===== src/hw/rtl/oltp_pkg.sv =====
// ----------------------------------------------------------------------------
// oltp_pkg
// Shared types and codes for the option list TLV parser.
// ----------------------------------------------------------------------------
package oltp_pkg;

	// Parser phase
	typedef enum logic [2:0] {
		PH_HEADER  = 3'd0,
		PH_ID_HI   = 3'd1,
		PH_ID_LO   = 3'd2,
		PH_LEN     = 3'd3,
		PH_CONTENT = 3'd4,
		PH_DRAIN   = 3'd5
	} phase_t;

	// End-of-element status codes
	localparam logic [2:0] ST_OK       = 3'd0;
	localparam logic [2:0] ST_TRUNC    = 3'd1;
	localparam logic [2:0] ST_OVERRUN  = 3'd2;
	localparam logic [2:0] ST_TOO_MANY = 3'd3;
	localparam logic [2:0] ST_TOO_LONG = 3'd4;

	// Result kinds
	localparam logic KIND_ENTRY  = 1'b0;
	localparam logic KIND_STATUS = 1'b1;

	// Up to two results caused by one input octet: a descriptor and a status
	typedef struct packed {
		logic        desc_v;
		logic        stat_v;
		logic        ext_bit;
		logic [2:0]  config_protocol;
		logic [3:0]  entry_index;
		logic [15:0] option_id;
		logic [7:0]  content_length;
		logic [11:0] content_offset;
		logic [2:0]  status;
		logic [12:0] total_bytes;
		logic [4:0]  entry_total;
	} pair_t;

endpackage


===== src/hw/rtl/oltp_parse.sv =====
// ----------------------------------------------------------------------------
// oltp_parse
// Parser state and per-octet update; builds the results of one octet.
// ----------------------------------------------------------------------------
module oltp_parse #(
	parameter int MAX_ENTRIES     = 16,
	parameter int MAX_FRAME_BYTES = 4096
) (
	input  logic              clk,
	input  logic              arst_n,
	input  logic              step,
	input  logic [7:0]        byte_in,
	input  logic              last_byte,
	output oltp_pkg::pair_t   res
);
	import oltp_pkg::*;

	localparam int CNT_W = $clog2(MAX_FRAME_BYTES + 1);
	localparam int EC_W  = $clog2(MAX_ENTRIES + 1);

	phase_t             ph_q, ph_d;
	logic [CNT_W-1:0]   bc_q, bc_d;
	logic [EC_W-1:0]    ec_q, ec_d;
	logic [7:0]         idh_q, idh_d;
	logic [15:0]        cid_q, cid_d;
	logic [7:0]         cl_q, cl_d;
	logic [7:0]         hdr_q, hdr_d;
	logic [2:0]         err_q, err_d;
	logic [7:0]         cl_dec;
	logic               fault;
	logic [2:0]         fcode;
	logic [2:0]         err_f;

	always_comb begin
		ph_d   = ph_q;
		bc_d   = bc_q;
		ec_d   = ec_q;
		idh_d  = idh_q;
		cid_d  = cid_q;
		cl_d   = cl_q;
		hdr_d  = hdr_q;
		fault  = 1'b0;
		fcode  = ST_OK;
		cl_dec = cl_q - 8'd1;
		res    = '0;

		if (bc_q >= CNT_W'(MAX_FRAME_BYTES)) begin
			bc_d  = CNT_W'(MAX_FRAME_BYTES);
			fault = 1'b1;
			fcode = ST_TOO_LONG;
		end else begin
			bc_d = bc_q + CNT_W'(1);
			case (ph_q)
				PH_HEADER: begin
					hdr_d = byte_in;
					ph_d  = PH_ID_HI;
				end
				PH_ID_HI: begin
					if (ec_q >= EC_W'(MAX_ENTRIES)) begin
						fault = 1'b1;
						fcode = ST_TOO_MANY;
					end else begin
						idh_d = byte_in;
						ph_d  = PH_ID_LO;
						if (last_byte) begin
							fault = 1'b1;
							fcode = ST_TRUNC;
						end
					end
				end
				PH_ID_LO: begin
					cid_d = {idh_q, byte_in};
					ph_d  = PH_LEN;
					if (last_byte) begin
						fault = 1'b1;
						fcode = ST_TRUNC;
					end
				end
				PH_LEN: begin
					cl_d               = byte_in;
					res.desc_v         = 1'b1;
					res.entry_index    = 4'(ec_q);
					res.option_id      = cid_q;
					res.content_length = byte_in;
					res.content_offset = 12'(bc_d);
					ec_d               = ec_q + EC_W'(1);
					ph_d               = (byte_in != 8'd0) ? PH_CONTENT : PH_ID_HI;
					if (last_byte && byte_in != 8'd0) begin
						fault = 1'b1;
						fcode = ST_OVERRUN;
					end
				end
				PH_CONTENT: begin
					cl_d = cl_dec;
					if (cl_dec == 8'd0) begin
						ph_d = PH_ID_HI;
					end else if (last_byte) begin
						fault = 1'b1;
						fcode = ST_OVERRUN;
					end
				end
				default: begin
				end
			endcase
		end

		// first error sticks; any fault drops the rest of the element
		err_f = err_q;
		if (fault) begin
			if (err_q == ST_OK) begin
				err_f = fcode;
			end
			ph_d = PH_DRAIN;
		end
		err_d = err_f;

		res.ext_bit         = hdr_d[7];
		res.config_protocol = hdr_d[2:0];

		if (last_byte) begin
			res.stat_v      = 1'b1;
			res.status      = err_f;
			res.total_bytes = 13'(bc_d);
			res.entry_total = 5'(ec_d);
			ph_d            = PH_HEADER;
			bc_d            = '0;
			ec_d            = '0;
			cl_d            = '0;
			err_d           = ST_OK;
		end
	end

	always_ff @(posedge clk or negedge arst_n) begin
		if (!arst_n) begin
			ph_q  <= PH_HEADER;
			bc_q  <= '0;
			ec_q  <= '0;
			idh_q <= '0;
			cid_q <= '0;
			cl_q  <= '0;
			hdr_q <= '0;
			err_q <= ST_OK;
		end else if (step) begin
			ph_q  <= ph_d;
			bc_q  <= bc_d;
			ec_q  <= ec_d;
			idh_q <= idh_d;
			cid_q <= cid_d;
			cl_q  <= cl_d;
			hdr_q <= hdr_d;
			err_q <= err_d;
		end
	end

endmodule


===== src/hw/rtl/option_list_tlv_parser.sv =====
// ----------------------------------------------------------------------------
// option_list_tlv_parser
// Streaming parser for a protocol configuration options element, one octet
// per request; reports entry descriptors and an end-of-element status.
// ----------------------------------------------------------------------------
// Path: an accepted octet passes the input register, then the result register,
//   from which its result is presented until it is taken.
// Throughput: one octet per cycle while the result register can take results;
//   an octet yielding a descriptor and a status holds it until both are taken.
// Reset: arst_n clears parser state and all valid flags asynchronously.
module option_list_tlv_parser #(
	parameter int MAX_ENTRIES     = 16,
	parameter int MAX_FRAME_BYTES = 4096
) (
	input  logic        clk,
	input  logic        arst_n,
	// input octet channel
	input  logic        in_valid,
	output logic        in_ready,
	input  logic [7:0]  byte_in,
	input  logic        last_byte,
	// result channel
	output logic        out_valid,
	input  logic        out_ready,
	output logic        kind,
	output logic [3:0]  entry_index,
	output logic [15:0] option_id,
	output logic [7:0]  content_length,
	output logic [11:0] content_offset,
	output logic        ext_bit,
	output logic [2:0]  config_protocol,
	output logic [2:0]  status,
	output logic [12:0] total_bytes,
	output logic [4:0]  entry_total,
	output logic        last_result
);
	import oltp_pkg::*;

	// Input register
	logic       valid_s1;
	logic [7:0] byte_s1;
	logic       last_s1;

	// Result register: pending flags with reset, payload without
	logic       desc_q;
	logic       stat_q;
	pair_t      res_q;

	pair_t      new_res;
	logic       has_res;
	logic       out_take;
	logic       res_free;
	logic       s1_adv;
	logic       step;

	oltp_parse #(
		.MAX_ENTRIES     (MAX_ENTRIES),
		.MAX_FRAME_BYTES (MAX_FRAME_BYTES)
	) u_parse (
		.clk       (clk),
		.arst_n    (arst_n),
		.step      (step),
		.byte_in   (byte_s1),
		.last_byte (last_s1),
		.res       (new_res)
	);

	// Handshake and flow control. The octet in the input register may move on
	// when it produces nothing, or when the result register is empty or is
	// handing over its final pending result this cycle.
	assign has_res  = new_res.desc_v | new_res.stat_v;
	assign out_take = out_valid & out_ready;
	assign res_free = !(desc_q | stat_q) | (out_take & (desc_q ^ stat_q));
	assign s1_adv   = !has_res | res_free;
	assign step     = valid_s1 & s1_adv;
	assign in_ready = !valid_s1 | s1_adv;

	// Input register: load on accept, drop once the octet has been parsed
	always_ff @(posedge clk or negedge arst_n) begin
		if (!arst_n) begin
			valid_s1 <= 1'b0;
		end else if (in_valid && in_ready) begin
			valid_s1 <= 1'b1;
		end else if (step) begin
			valid_s1 <= 1'b0;
		end
	end

	always_ff @(posedge clk) begin
		if (in_valid && in_ready) begin
			byte_s1 <= byte_in;
			last_s1 <= last_byte;
		end
	end

	// Result register: the descriptor goes out first, then the status
	always_ff @(posedge clk or negedge arst_n) begin
		if (!arst_n) begin
			desc_q <= 1'b0;
			stat_q <= 1'b0;
		end else if (step && has_res) begin
			desc_q <= new_res.desc_v;
			stat_q <= new_res.stat_v;
		end else if (out_take) begin
			if (desc_q) begin
				desc_q <= 1'b0;
			end else begin
				stat_q <= 1'b0;
			end
		end
	end

	always_ff @(posedge clk) begin
		if (step && has_res) begin
			res_q <= new_res;
		end
	end

	// Output selection: zero the fields that do not belong to the shown kind
	always_comb begin
		out_valid       = desc_q | stat_q;
		kind            = desc_q ? KIND_ENTRY : KIND_STATUS;
		ext_bit         = res_q.ext_bit;
		config_protocol = res_q.config_protocol;
		entry_index     = '0;
		option_id       = '0;
		content_length  = '0;
		content_offset  = '0;
		status          = ST_OK;
		total_bytes     = '0;
		entry_total     = '0;
		if (desc_q) begin
			entry_index    = res_q.entry_index;
			option_id      = res_q.option_id;
			content_length = res_q.content_length;
			content_offset = res_q.content_offset;
			last_result    = !stat_q;
		end else begin
			status         = res_q.status;
			total_bytes    = res_q.total_bytes;
			entry_total    = res_q.entry_total;
			last_result    = 1'b1;
		end
	end

`ifndef SYNTHESIS
	// A taken descriptor with a status behind it is followed by that status
	a_stat_follows: assert property (@(posedge clk) disable iff (!arst_n)
		(out_take && desc_q && stat_q) |=> (out_valid && kind == KIND_STATUS))
		else $error("status result lost after descriptor");

	// A held octet that cannot move on blocks new requests
	a_hold_blocks: assert property (@(posedge clk) disable iff (!arst_n)
		(valid_s1 && !s1_adv) |-> !in_ready)
		else $error("input accepted while input register stalled");

	// A pending result is never overwritten before it is taken
	a_no_overwrite: assert property (@(posedge clk) disable iff (!arst_n)
		(step && has_res) |-> (!(desc_q | stat_q) || (out_take && (desc_q ^ stat_q))))
		else $error("result register overwritten");
`endif

endmodule

===== config.mk =====
export PLATFORM = sky130hd
export DESIGN_NAME = option_list_tlv_parser
export DESIGN_NICKNAME = d
export VERILOG_FILES = /design/src/hw/rtl/oltp_pkg.sv /design/src/hw/rtl/oltp_parse.sv /design/src/hw/rtl/option_list_tlv_parser.sv
export SDC_FILE = /design/constraint.sdc
export NUM_CORES = 1
export LEC_CHECK = 0
export BUFFER_PORTS_ARGS = -buffer_cell sky130_fd_sc_hd__buf_2
export CORE_UTILIZATION = 30
export DETAILED_ROUTE_END_ITERATION = 8
export GPL_TIMING_DRIVEN = 1
export HOLD_SLACK_MARGIN = 0.15
export MAX_ROUTING_LAYER = met4
export PLACE_DENSITY = 0.47
export SKIP_CTS_REPAIR_TIMING = 1
export SYNTH_ARGS = -nofsm -noshare
export SYNTH_HDL_FRONTEND = slang
export SYNTH_HIERARCHICAL = 1
export SYNTH_SLANG_ARGS = --single-unit
export TNS_END_PERCENT = 5

===== constraint.sdc =====
create_clock -name clk -period 5.6 [get_ports clk]
set_clock_uncertainty 0.05 [all_clocks]
set_input_delay 1.12 -clock clk [delete_from_list [all_inputs] [get_ports clk]]
set_output_delay 1.12 -clock clk [all_outputs]
set_load 0.01 [all_outputs]

Word level (Yosys, flattened, before mapping)
Index checks and enable logic that the tools add are counted.

storage, ports and cells
  bits in writable memories = 0
  register bits after elaboration = 141
  logic and storage cells = 122
  memories kept = 0
  latch bits = 0
  memory bits (read-only) = 0
  output and inout bits = 69

operators by class
  $add $sub $neg = 3
  muxes and demuxes = 51
  multipliers = 0
  shifts and indexed selects = 0
  equal/unequal tests = 9
  bitwise gates (word level) = 12
  div/mod/pow operators = 0
  order comparisons = 2
  reduce and logical (&&, ||, !) cells = 22

operators by type and width
  cell                   number
  $mux 8                 5
  $mux 13                3
  $mux 3                 13
  $mux 5                 4
  $mux 1                 17
  $mux 16                1
  $pmux 8 s2             1
  $pmux 3 s5             1
  $add 13x1->13 const B  1
  $ge 13x13->1 const B   1
  $mux 12                1
  $pmux 3 s4             1
  $reduce_and 3->1       3
  $logic_not 8->1        1
  $reduce_bool 8->1      1
  $sub 8x1->8 const B    1
  $reduce_bool 7->1      1
  $eq 3x2->1 const B     2
  $logic_not 3->1        2
  $add 5x1->5 const B    1
  $ge 5x5->1 const B     1
  $or 1x1->1             5
  $reduce_and 5->1       1
  $logic_not 1->1        4
  other kinds (19)       27

Longest topological paths before layout
Gate-level depths: netlist of the first run.

  depth after elaboration = 10
  depth in mapped cells = 12
  mapped depth without buffers = 9

Hierarchy
Netlist of the first run, hierarchy kept.

by module, submodules not included
  module                  area each (um2)  times used  cells an instance
  oltp_parse              3603.5           1           402
  option_list_tlv_parser  2892.8           1           169

Least setup slack after synthesis of the first run
OpenSTA, ideal clock, no wires.

  path kind = register to register
  start = reg u_parse.ph_q[2]
  end = reg res_q, in the netlist config_protocol[0] (enable)
  clock period less this slack = 4.660 ns
  arrival = 4.122 ns
  slack = 0.940 ns
  stages on the path, launching flop included = 7
  library setup time = 0.488 ns
  buffers on the path = 1
  required time = 5.062 ns
  path through = dfrtp_1 > nand3b_1 > or2_1 > inv_2 > clkbuf_1 > o21ai_0 > nor2_1

RTL lines
  item                    line                           RTL
  start, declared         oltp_parse.sv:21               phase_t ph_q, ph_d;
  start signal, assigned  oltp_parse.sv:144              ph_q <= ph_d;
  end signal, assigned    option_list_tlv_parser.sv:115  res_q <= new_res;
  end, declared           option_list_tlv_parser.sv:47   pair_t res_q;

==> flow_summary_export.csv, run 1 <==
group,metric,value,unit
cts,cts.sinks,137,
worst_setup_path,cp_cell_sequence,"nand3b_1 -> or2_1 -> inv_2 -> o21ai_0 -> and2_1 -> nand4_1 -> mux2_1",
global_routing,grt_max_degree,65,
logic_synthesis,postSynthCellCount,571,
final_layout,final_nets,662,
floorplanning,start_util,30.7,%
cts,clk_pin_slew,0.06,ns
final_layout,n_antenna_cell,0,
worst_setup_path,crit_family,"simple AND/OR/NAND/NOR gates",
global_routing,grt_pass1_vias,4332,
placed_design,post_dp_cell_area,7140,um2
worst_setup_path,required,5.84,ns
floorplanning,die_h,149,um
global_routing,grt_overflow,0,
sta,tns,0,ns
power,combPwrFrac,24.8,%
final_layout,layout.cells.non_filler,929,
global_routing,grt.total_usage,14.5,%
status,status,"finished, final reports clean",
worst_setup_path,crit_slowest_cell,"nand4_1",
sta,slew_headroom,36.4,%
detailed_routing,wirelength,14.8,mm
final_layout,nFillCells,2064,
power,p_leak,0.00329,uW
sta,finalSetupViolations,0,
final_layout,layout_common_cells,"buf_2, edfxtp_1, and2_1",
final_layout,mostFrequentLayoutCell,"buf_2",
detailed_routing,avgRoutedWirePerCell,15.9,um
power,powerDensity,473,nW/um2
power,peakVddDrop,0.000212,V
placed_design,portBuffers,81,
detailed_routing,antenna_left,0,
placed_design,place_congestion,0.820,
final_layout,design_area,7800,um2
floorplanning,core-area,21200,um2
worst_setup_path,path_buf_inv,1,
worst_setup_path,worstSetupPathType,"reg -> reg",
detailed_routing,drtPass1Iterations,4,
cts,clockBufferDepth,2,
placed_design,dp_hpwl,10.2,mm
logic_synthesis,synth_nets,592,
logic_synthesis,yosysWarnings,6,
logic_synthesis,synth_edf_count,74,
cts,cts_tree,"built",
sta,min_period,4.42,ns
floorplanning,rows,53,
logic_synthesis,ys.flop_type,"edfxtp_1",
global_routing,antenna_found_initial,0,
floorplanning,io_pins,82,
final_layout,drive_above_1_share,23.2,%
sta,rsz0062_at_grt,"no",
worst_setup_path,cpPeakStageDelay,0.92,ns
logic_synthesis,yosys.area_share.simple,19.5,%
cts,numCtsBuffers,17,
power,p_int,2530,uW
logic_synthesis,synth-compound-area-share,8.55,%
sta,hold_viol_final,0,
power,power.share.clock,33.9,%
logic_synthesis,synth-seq-cells,137,
logic_synthesis,ys_types,57,
worst_setup_path,crit_arrival,4.66,ns
final_layout,syn2layout_area_growth,20.1,%
placed_design,dp_cells,897,
worst_setup_path,start_kind,"register",
power,p_sw,1160,uW
logic_synthesis,synth_top_family_by_area,"simple AND/OR/NAND/NOR gates",
cts,h-tree-depth,4,
global_routing,grt_first_pass_wirelength,23.7,mm
job,max_cap_viol_count,0,
power,p_sw_share,31.5,%
sta,fmax,226,MHz
sta,timing.final.crit_share,79.0,%
logic_synthesis,synth_mux_area_share,6.32,%
detailed_routing,avgViaCountPerCell,4.73,
sta,drv_slew,0,
logic_synthesis,async_flop_share,46.0,%
worst_setup_path,critical_path.max_fanout,34,
logic_synthesis,syn-cell-area,6500,um2
detailed_routing,drc,0,
power,power_frac_seq,41.3,%
floorplanning,die_x,149,um
detailed_routing,route.vias.total,4398,
worst_hold_path,hold_path_class,"reg -> reg",
cts,clock_latency,0.42,ns
floorplanning,dieArea,22200,um2
logic_synthesis,synth_xor_area_share,1.75,%
worst_setup_path,endpoint_kind,"register",
detailed_routing,drt_iter0_drc,204,
logic_synthesis,yosysSeqAreaShare,58.5,%
logic_synthesis,avgSynthCellArea,11.4,um2
cts,cts-root-buf,"clkbuf_16",
logic_synthesis,yosys.area_share.adder,1.54,%
sta,tightest_slew,0.951,ns
final cells by class:
type / count / area (um2) / area share, %
Multi-Input combinational cell: 375 / 2450 / 31.5
Clock inverter: 15 / 236 / 3.03
Clock buffer: 17 / 425 / 5.45
Inverter: 24 / 90.1 / 1.15
Sequential cell: 137 / 3800 / 48.7
Timing Repair Buffer: 86 / 455 / 5.84
Tap cell: 275 / 344 / 4.41
Yosys cell counts (all sizes together), types with 3 or more instances:
cell type  count  area, um2
a21o           4       30.0
a21oi         28        151
and2          68        425
and3           5       31.3
buf           10       61.3
clkbuf        25       98.9
dfrtp         63       1580
edfxtp        74       2220
ha             8        100
inv           24       90.1
mux2          32        360
mux2i          5       50.1
nand2         18       67.6
nand2b         5       31.3
nand3         10       50.1
nand3b         3       35.0
nand4          6       37.5
nor2          58        218
nor2b         27        169
nor3           6       35.0
nor3b          5       42.5
nor4           6       43.8
o21ai         28        140
o22ai         10       62.6
o31ai          5       37.5
or2            4       25.0
xnor2         11       96.3
stage by stage:
step | power, uW | hold slack (ns) | setup WS [ns] | utilization (%)
after floorplan | 2180 | 0.402 | 0.940 | -
after global placement | 2440 | 0.416 | 1.15 | 33.8
after detailed placement | 2470 | 0.420 | 1.03 | 33.8
after CTS | 3740 | 0.438 | 1.02 | 36.9
after global routing | 3920 | 0.463 | 0.744 | 36.9
final | 3690 | 0.435 | 1.18 | 36.9
registers in the layout, summed over array words and instances, names as in the netlist:
name	flops
config_protocol	3
u_parse/err_q	3
u_parse/idh_q	8
res_q	61
u_parse/hdr_q	4
u_parse/ec_q	5
byte_s1	8
desc_q	1
u_parse/cid_q	16
u_parse/ph_q	3
valid_s1	1
u_parse/bc_q	13
stat_q	1
last_s1	1
u_parse/cl_q	8
ext_bit	1
path summary, 6_finish.rpt:
path / end / slack (ns) / from / cells after the start
min in group asynchronous: u_parse/bc_q[1] / 0.50 / arst_n / 1
max in group asynchronous: u_parse/cid_q[7] / 4.00 / arst_n / 2
max: u_parse/cid_q[9] / 1.18 / u_parse/ph_q[1] / 7
min: u_parse/cid_q[8] / 0.44 / u_parse/cid_q[8] / 1
max reg2reg: u_parse/cid_q[9] / 1.18 / u_parse/ph_q[1] / 7
min reg2reg: u_parse/cid_q[8] / 0.44 / u_parse/cid_q[8] / 1
per-layer routing:
| layer | routed length [um] | vias up | global-route usage, % |
|---|---|---|---|
| met4 | 182 | 0 | 4.34 |
| met5 | 0 | - | - |
| met3 | 531 | 15 | 3.30 |
| li1 | - | 2125 | - |
| met1 | 7110 | 2163 | 19.4 |
| met2 | 6960 | 95 | 22.0 |
power groups by stage:
stage / registers (uW) / logic, uW / clock network [uW]
finish: 1520 / 916 / 1250
global route: 1570 / 1030 / 1330
CTS: 1530 / 926 / 1280
detailed placement: 1550 / 922 / 0
global placement: 1540 / 905 / 0
floorplan: 1470 / 718 / 0
kinds of logic (layout without fill, tap and decap cells):
| logic type | count (synthesis) | count (layout) |
|---|---|---|
| buf+inv | 59 | 142 |
| fa+ha+maj | 8 | 8 |
| xor+xnor | 13 | 13 |
| mux | 37 | 37 |
| flops | 137 | 137 |
| compound gates | 90 | 90 |
| simple gates | 227 | 227 |
Note: power is estimated with default switching activity, not from simulation.
==> run 2, diff against run 1 <==
clock period = 4.5 ns   (was 5.6 ns; I/O delays follow)
==> flow_summary_export.csv, run 2 (synthesized netlist as in run 1, its figures left out) <==
group,metric,value,unit
worst_setup_path,worstSetupPathType,"reg -> reg",
detailed_routing,wirelength,14.8,mm
cts,cts-root-buf,"clkbuf_16",
floorplanning,die_h,149,um
global_routing,antenna_found_initial,0,
sta,hold_viol_final,0,
final_layout,n_antenna_cell,0,
worst_setup_path,required,4.77,ns
final_layout,regMostFlops,"res_q",
floorplanning,io_pins,82,
detailed_routing,antenna_left,0,
power,peakVddDrop,0.000219,V
placed_design,place_congestion,0.819,
final_layout,largest_register_ffs,61,
cts,cts_tree,"built",
placed_design,dp_hpwl,10.0,mm
worst_setup_path,crit_family,"simple AND/OR/NAND/NOR gates",
global_routing,globalRoute.busiestLayer,"met2",
sta,slew_headroom,29.6,%
worst_setup_path,cp_cell_sequence,"nand3b_1 -> buf_4 -> or2_1 -> inv_2 -> o21ai_0 -> and2_1 -> buf_4 -> nand2_1 -> a21o_1 -> o31ai_1",
cts,clockBufferDepth,2,
worst_setup_path,crit_top_cell,"buf_4",
worst_setup_path,endpoint_kind,"register",
worst_setup_path,crit_slowest_cell,"dfrtp_1",
final_layout,fin_util,36.8,%
final_layout,syn2layout_area_growth,19.9,%
global_routing,met3_usage,2.94,%
detailed_routing,drtPass1Iterations,4,
floorplanning,dieArea,22200,um2
sta,finalSetupViolations,0,
job,max_cap_viol_count,0,
worst_setup_path,cpPeakStageDelay,0.55,ns
cts,clk_pin_slew,0.06,ns
worst_hold_path,hold_path_class,"reg -> reg",
final_layout,mostFrequentLayoutCell,"buf_2",
worst_setup_path,critical_path.max_fanout,39,
detailed_routing,avgViaCountPerCell,4.68,
global_routing,use_met1,19.2,%
floorplanning,rows,53,
sta,tightest_slew,1.06,ns
cts,clock_latency,0.43,ns
sta,fmax,270,MHz
floorplanning,start_util,30.7,%
worst_setup_path,path_buf_inv,3,
detailed_routing,drc,0,
sta,tns,0,ns
sta,min_period,3.71,ns
detailed_routing,drt_iter0_drc,293,
cts,numCtsBuffers,17,
global_routing,grt_first_pass_wirelength,23.7,mm
worst_setup_path,start_kind,"register",
placed_design,portBuffers,81,
sta,timing.final.crit_share,82.4,%
floorplanning,die_x,149,um
global_routing,grt_max_degree,65,
final_layout,top_regs,"res_q (61), u_parse/cid_q (16), u_parse/bc_q (13)",
final_layout,nFillCells,2113,
status,status,"finished, final reports clean",
detailed_routing,avgRoutedWirePerCell,15.8,um
global_routing,grt_pass1_vias,4350,
final_layout,final_nets,666,
global_routing,grt.total_usage,14.3,%
global_routing,grt_overflow,0,
sta,rsz0062_at_grt,"no",
power,powerDensity,578,nW/um2
final_layout,drive_above_1_share,23.6,%
floorplanning,core-area,21200,um2
final_layout,layout_common_cells,"buf_2, edfxtp_1, and2_1",
power,p_leak,0.00329,uW
cts,cts.sinks,137,
global_routing,met2_usage,21.2,%
detailed_routing,route.vias.total,4364,
sta,drv_slew,0,
cts,h-tree-depth,4,
worst_setup_path,crit_arrival,3.98,ns
==> run 2: layout make-up <==
| cell class | instances | area (um2) | area share (%) |
|---|---|---|---|
| multi-input cells | 375 | 2450 | 31.5 |
| flip-flops and latches | 137 | 3800 | 48.8 |
| clock buffers | 18 | 429 | 5.51 |
| repair buffers | 90 | 473 | 6.07 |
| well taps | 275 | 344 | 4.42 |
| inverters | 24 | 90.1 | 1.16 |
| clock inverters | 14 | 196 | 2.52 |
==> run 2: where the power goes <==
group          internal (uW)  leakage, uW  switching (uW)  total, uW
combinational            483      0.00146             655       1140
sequential              1670      0.00154             229       1900
clock                    930     0.000297             537       1470
total                   3080      0.00329            1420       4500
==> run 2: worst paths after layout <==
path	from	to	slack (ns)	cells after the start
min	u_parse/idh_q[7]	u_parse/cid_q[15]	0.43	1
max	u_parse/ph_q[1]	u_parse/cl_q[0]	0.79	10
min reg2reg	u_parse/idh_q[7]	u_parse/cid_q[15]	0.43	1
min in group asynchronous	arst_n	u_parse/ec_q[3]	0.63	1
max in group asynchronous	arst_n	u_parse/hdr_q[2]	2.89	2
max reg2reg	u_parse/ph_q[1]	u_parse/cl_q[0]	0.79	10
==> run 2: per-stage QoR <==
| stage | worst slack (ns) | hold WS (ns) | instances | power [uW] | instance area (um2) |
|---|---|---|---|---|---|
| floorplan | 0.910 | 0.402 | 571 | 2710 | 6500 |
| global placement | 0.977 | 0.416 | 901 | 3040 | 7160 |
| detailed placement | 0.829 | 0.426 | 901 | 3060 | 7160 |
| CTS | 0.815 | 0.440 | 933 | 4550 | 7790 |
| global route | 0.524 | 0.461 | 933 | 4760 | 7790 |
| finish | 0.792 | 0.432 | 933 | 4500 | 7790 |
==> run 2: per-layer routing <==
metal	vias to the layer above	routed length, um	share of wire [%]
met5	-	0	0
met4	0	204	1.4
met3	14	486	3.3
met2	71	6790	46
met1	2145	7290	49
li1	2134	-	-
==> run 3, diff against run 2 <==
clock period = 3.7 ns   (was 4.5 ns; I/O delays follow)
==> flow_summary_export.csv, run 3 (synthesized netlist as in run 1, its figures left out) <==
group,metric,value,unit
cts,clockBufferDepth,2,
detailed_routing,drtPass1Iterations,5,
worst_setup_path,crit_arrival,2.41,ns
final_layout,syn2layout_area_growth,20.6,%
final_layout,layout.cells.non_filler,936,
worst_setup_path,start_kind,"register",
placed_design,dp_cells,904,
sta,tns,0,ns
cts,numCtsBuffers,17,
sta,fmax,313,MHz
power,peakVddDrop,0.000274,V
sta,finalSetupViolations,0,
placed_design,place_congestion,0.811,
global_routing,grt.total_usage,14.8,%
worst_setup_path,endpoint_kind,"output port",
global_routing,grt_overflow,0,
cts,cts.sinks,137,
final_layout,largest_register_ffs,61,
final_layout,final_nets,669,
cts,cts_tree,"built",
cts,clk_pin_slew,0.06,ns
worst_hold_path,hold_path_class,"reg -> reg",
detailed_routing,avgRoutedWirePerCell,15.9,um
placed_design,dp_hpwl,10.1,mm
job,max_cap_viol_count,0,
global_routing,use_met1,19.8,%
final_layout,drive_above_1_share,23.9,%
power,total_power,5570,uW
worst_setup_path,rrSetupSlack,0.51,ns
global_routing,grt_max_degree,65,
final_layout,regMostFlops,"res_q",
cts,h-tree-depth,4,
floorplanning,core-area,21200,um2
sta,timing.final.crit_share,86.5,%
cts,cts-root-buf,"clkbuf_16",
final_layout,n_antenna_cell,0,
worst_setup_path,worstSetupPathType,"reg -> out",
power,powerDensity,712,nW/um2
detailed_routing,drt_iter0_drc,256,
floorplanning,rows,53,
final_layout,top_regs,"res_q (61), u_parse/cid_q (16), u_parse/bc_q (13)",
floorplanning,die_h,149,um
sta,tightest_slew,1.02,ns
worst_setup_path,critical_path.max_fanout,33,
global_routing,met2_usage,21.2,%
cts,clock_latency,0.42,ns
floorplanning,die_x,149,um
sta,slew_headroom,31.9,%
global_routing,grt_first_pass_wirelength,24.3,mm
detailed_routing,antenna_left,0,
worst_setup_path,required,2.91,ns
detailed_routing,avgViaCountPerCell,4.75,
floorplanning,start_util,30.7,%
sta,hold_viol_final,0,
sta,rsz0062_at_grt,"no",
detailed_routing,drc,0,
sta,min_period,3.20,ns
floorplanning,dieArea,22200,um2
global_routing,met3_usage,2.84,%
final_layout,layout_common_cells,"buf_2, edfxtp_1, and2_1",
power,p_leak,0.00331,uW
floorplanning,io_pins,82,
final_layout,fin_util,37.0,%
global_routing,grt_pass1_vias,4435,
placed_design,portBuffers,81,
final_layout,mostFrequentLayoutCell,"buf_2",
status,status,"finished, final reports clean",
global_routing,globalRoute.busiestLayer,"met2",
global_routing,antenna_found_initial,0,
detailed_routing,wirelength,14.9,mm
sta,drv_slew,0,
detailed_routing,route.vias.total,4449,
run 3: cell type report:
class / instances / area (um2)
Clock buffer: 18 / 429
Clock inverter: 14 / 220
Fill cell: 2071 / 13300
Inverter: 24 / 90.1
Multi-Input combinational cell: 375 / 2450
Sequential cell: 137 / 3800
Tap cell: 275 / 344
Timing Repair Buffer: 93 / 495
run 3: per-stage QoR:
| stage | worst slack, ns | hold slack, ns | area [um2] |
|---|---|---|---|
| detailed placement | 0.525 | 0.420 | 7180 |
| CTS | 0.461 | 0.418 | 7830 |
| global route | 0.201 | 0.420 | 7830 |
| floorplan | 0.110 | 0.394 | 6500 |
| global placement | 0.694 | 0.417 | 7180 |
| finish | 0.500 | 0.431 | 7830 |
run 3: path summary, 6_finish.rpt:
kind,from,to,cells past startpoint
hold / removal,u_parse/idh_q[2],u_parse/cid_q[10],1
setup reg to reg,u_parse/ph_q[1],u_parse/idh_q[0],8
hold reg to reg,u_parse/idh_q[2],u_parse/cid_q[10],1
setup / recovery,u_parse/ph_q[1],in_ready,6
min in group asynchronous,arst_n,u_parse/ec_q[1],1
max in group asynchronous,arst_n,u_parse/idh_q[6],2
run 3: report_power, final:
part | internal, uW | switching (uW) | total (uW)
logic | 591 | 797 | 1390
clock network | 1200 | 667 | 1870
registers | 2030 | 291 | 2320
run 3: worst max-delay path: stages (launching register included):
cell and delay [ns]:
dfrtp_1 0.64, nand3b_1 0.15, or2_1 0.43, inv_2 0.11, buf_4 0.30, o211ai_2 0.17, buf_2 0.17
run 3: routing by layer:
metal	vias to the layer above	part of all wire (%)
li1	2143	-
met2	104	45
met3	29	4.1
met4	0	3.0
met1	2173	48
met5	-	0
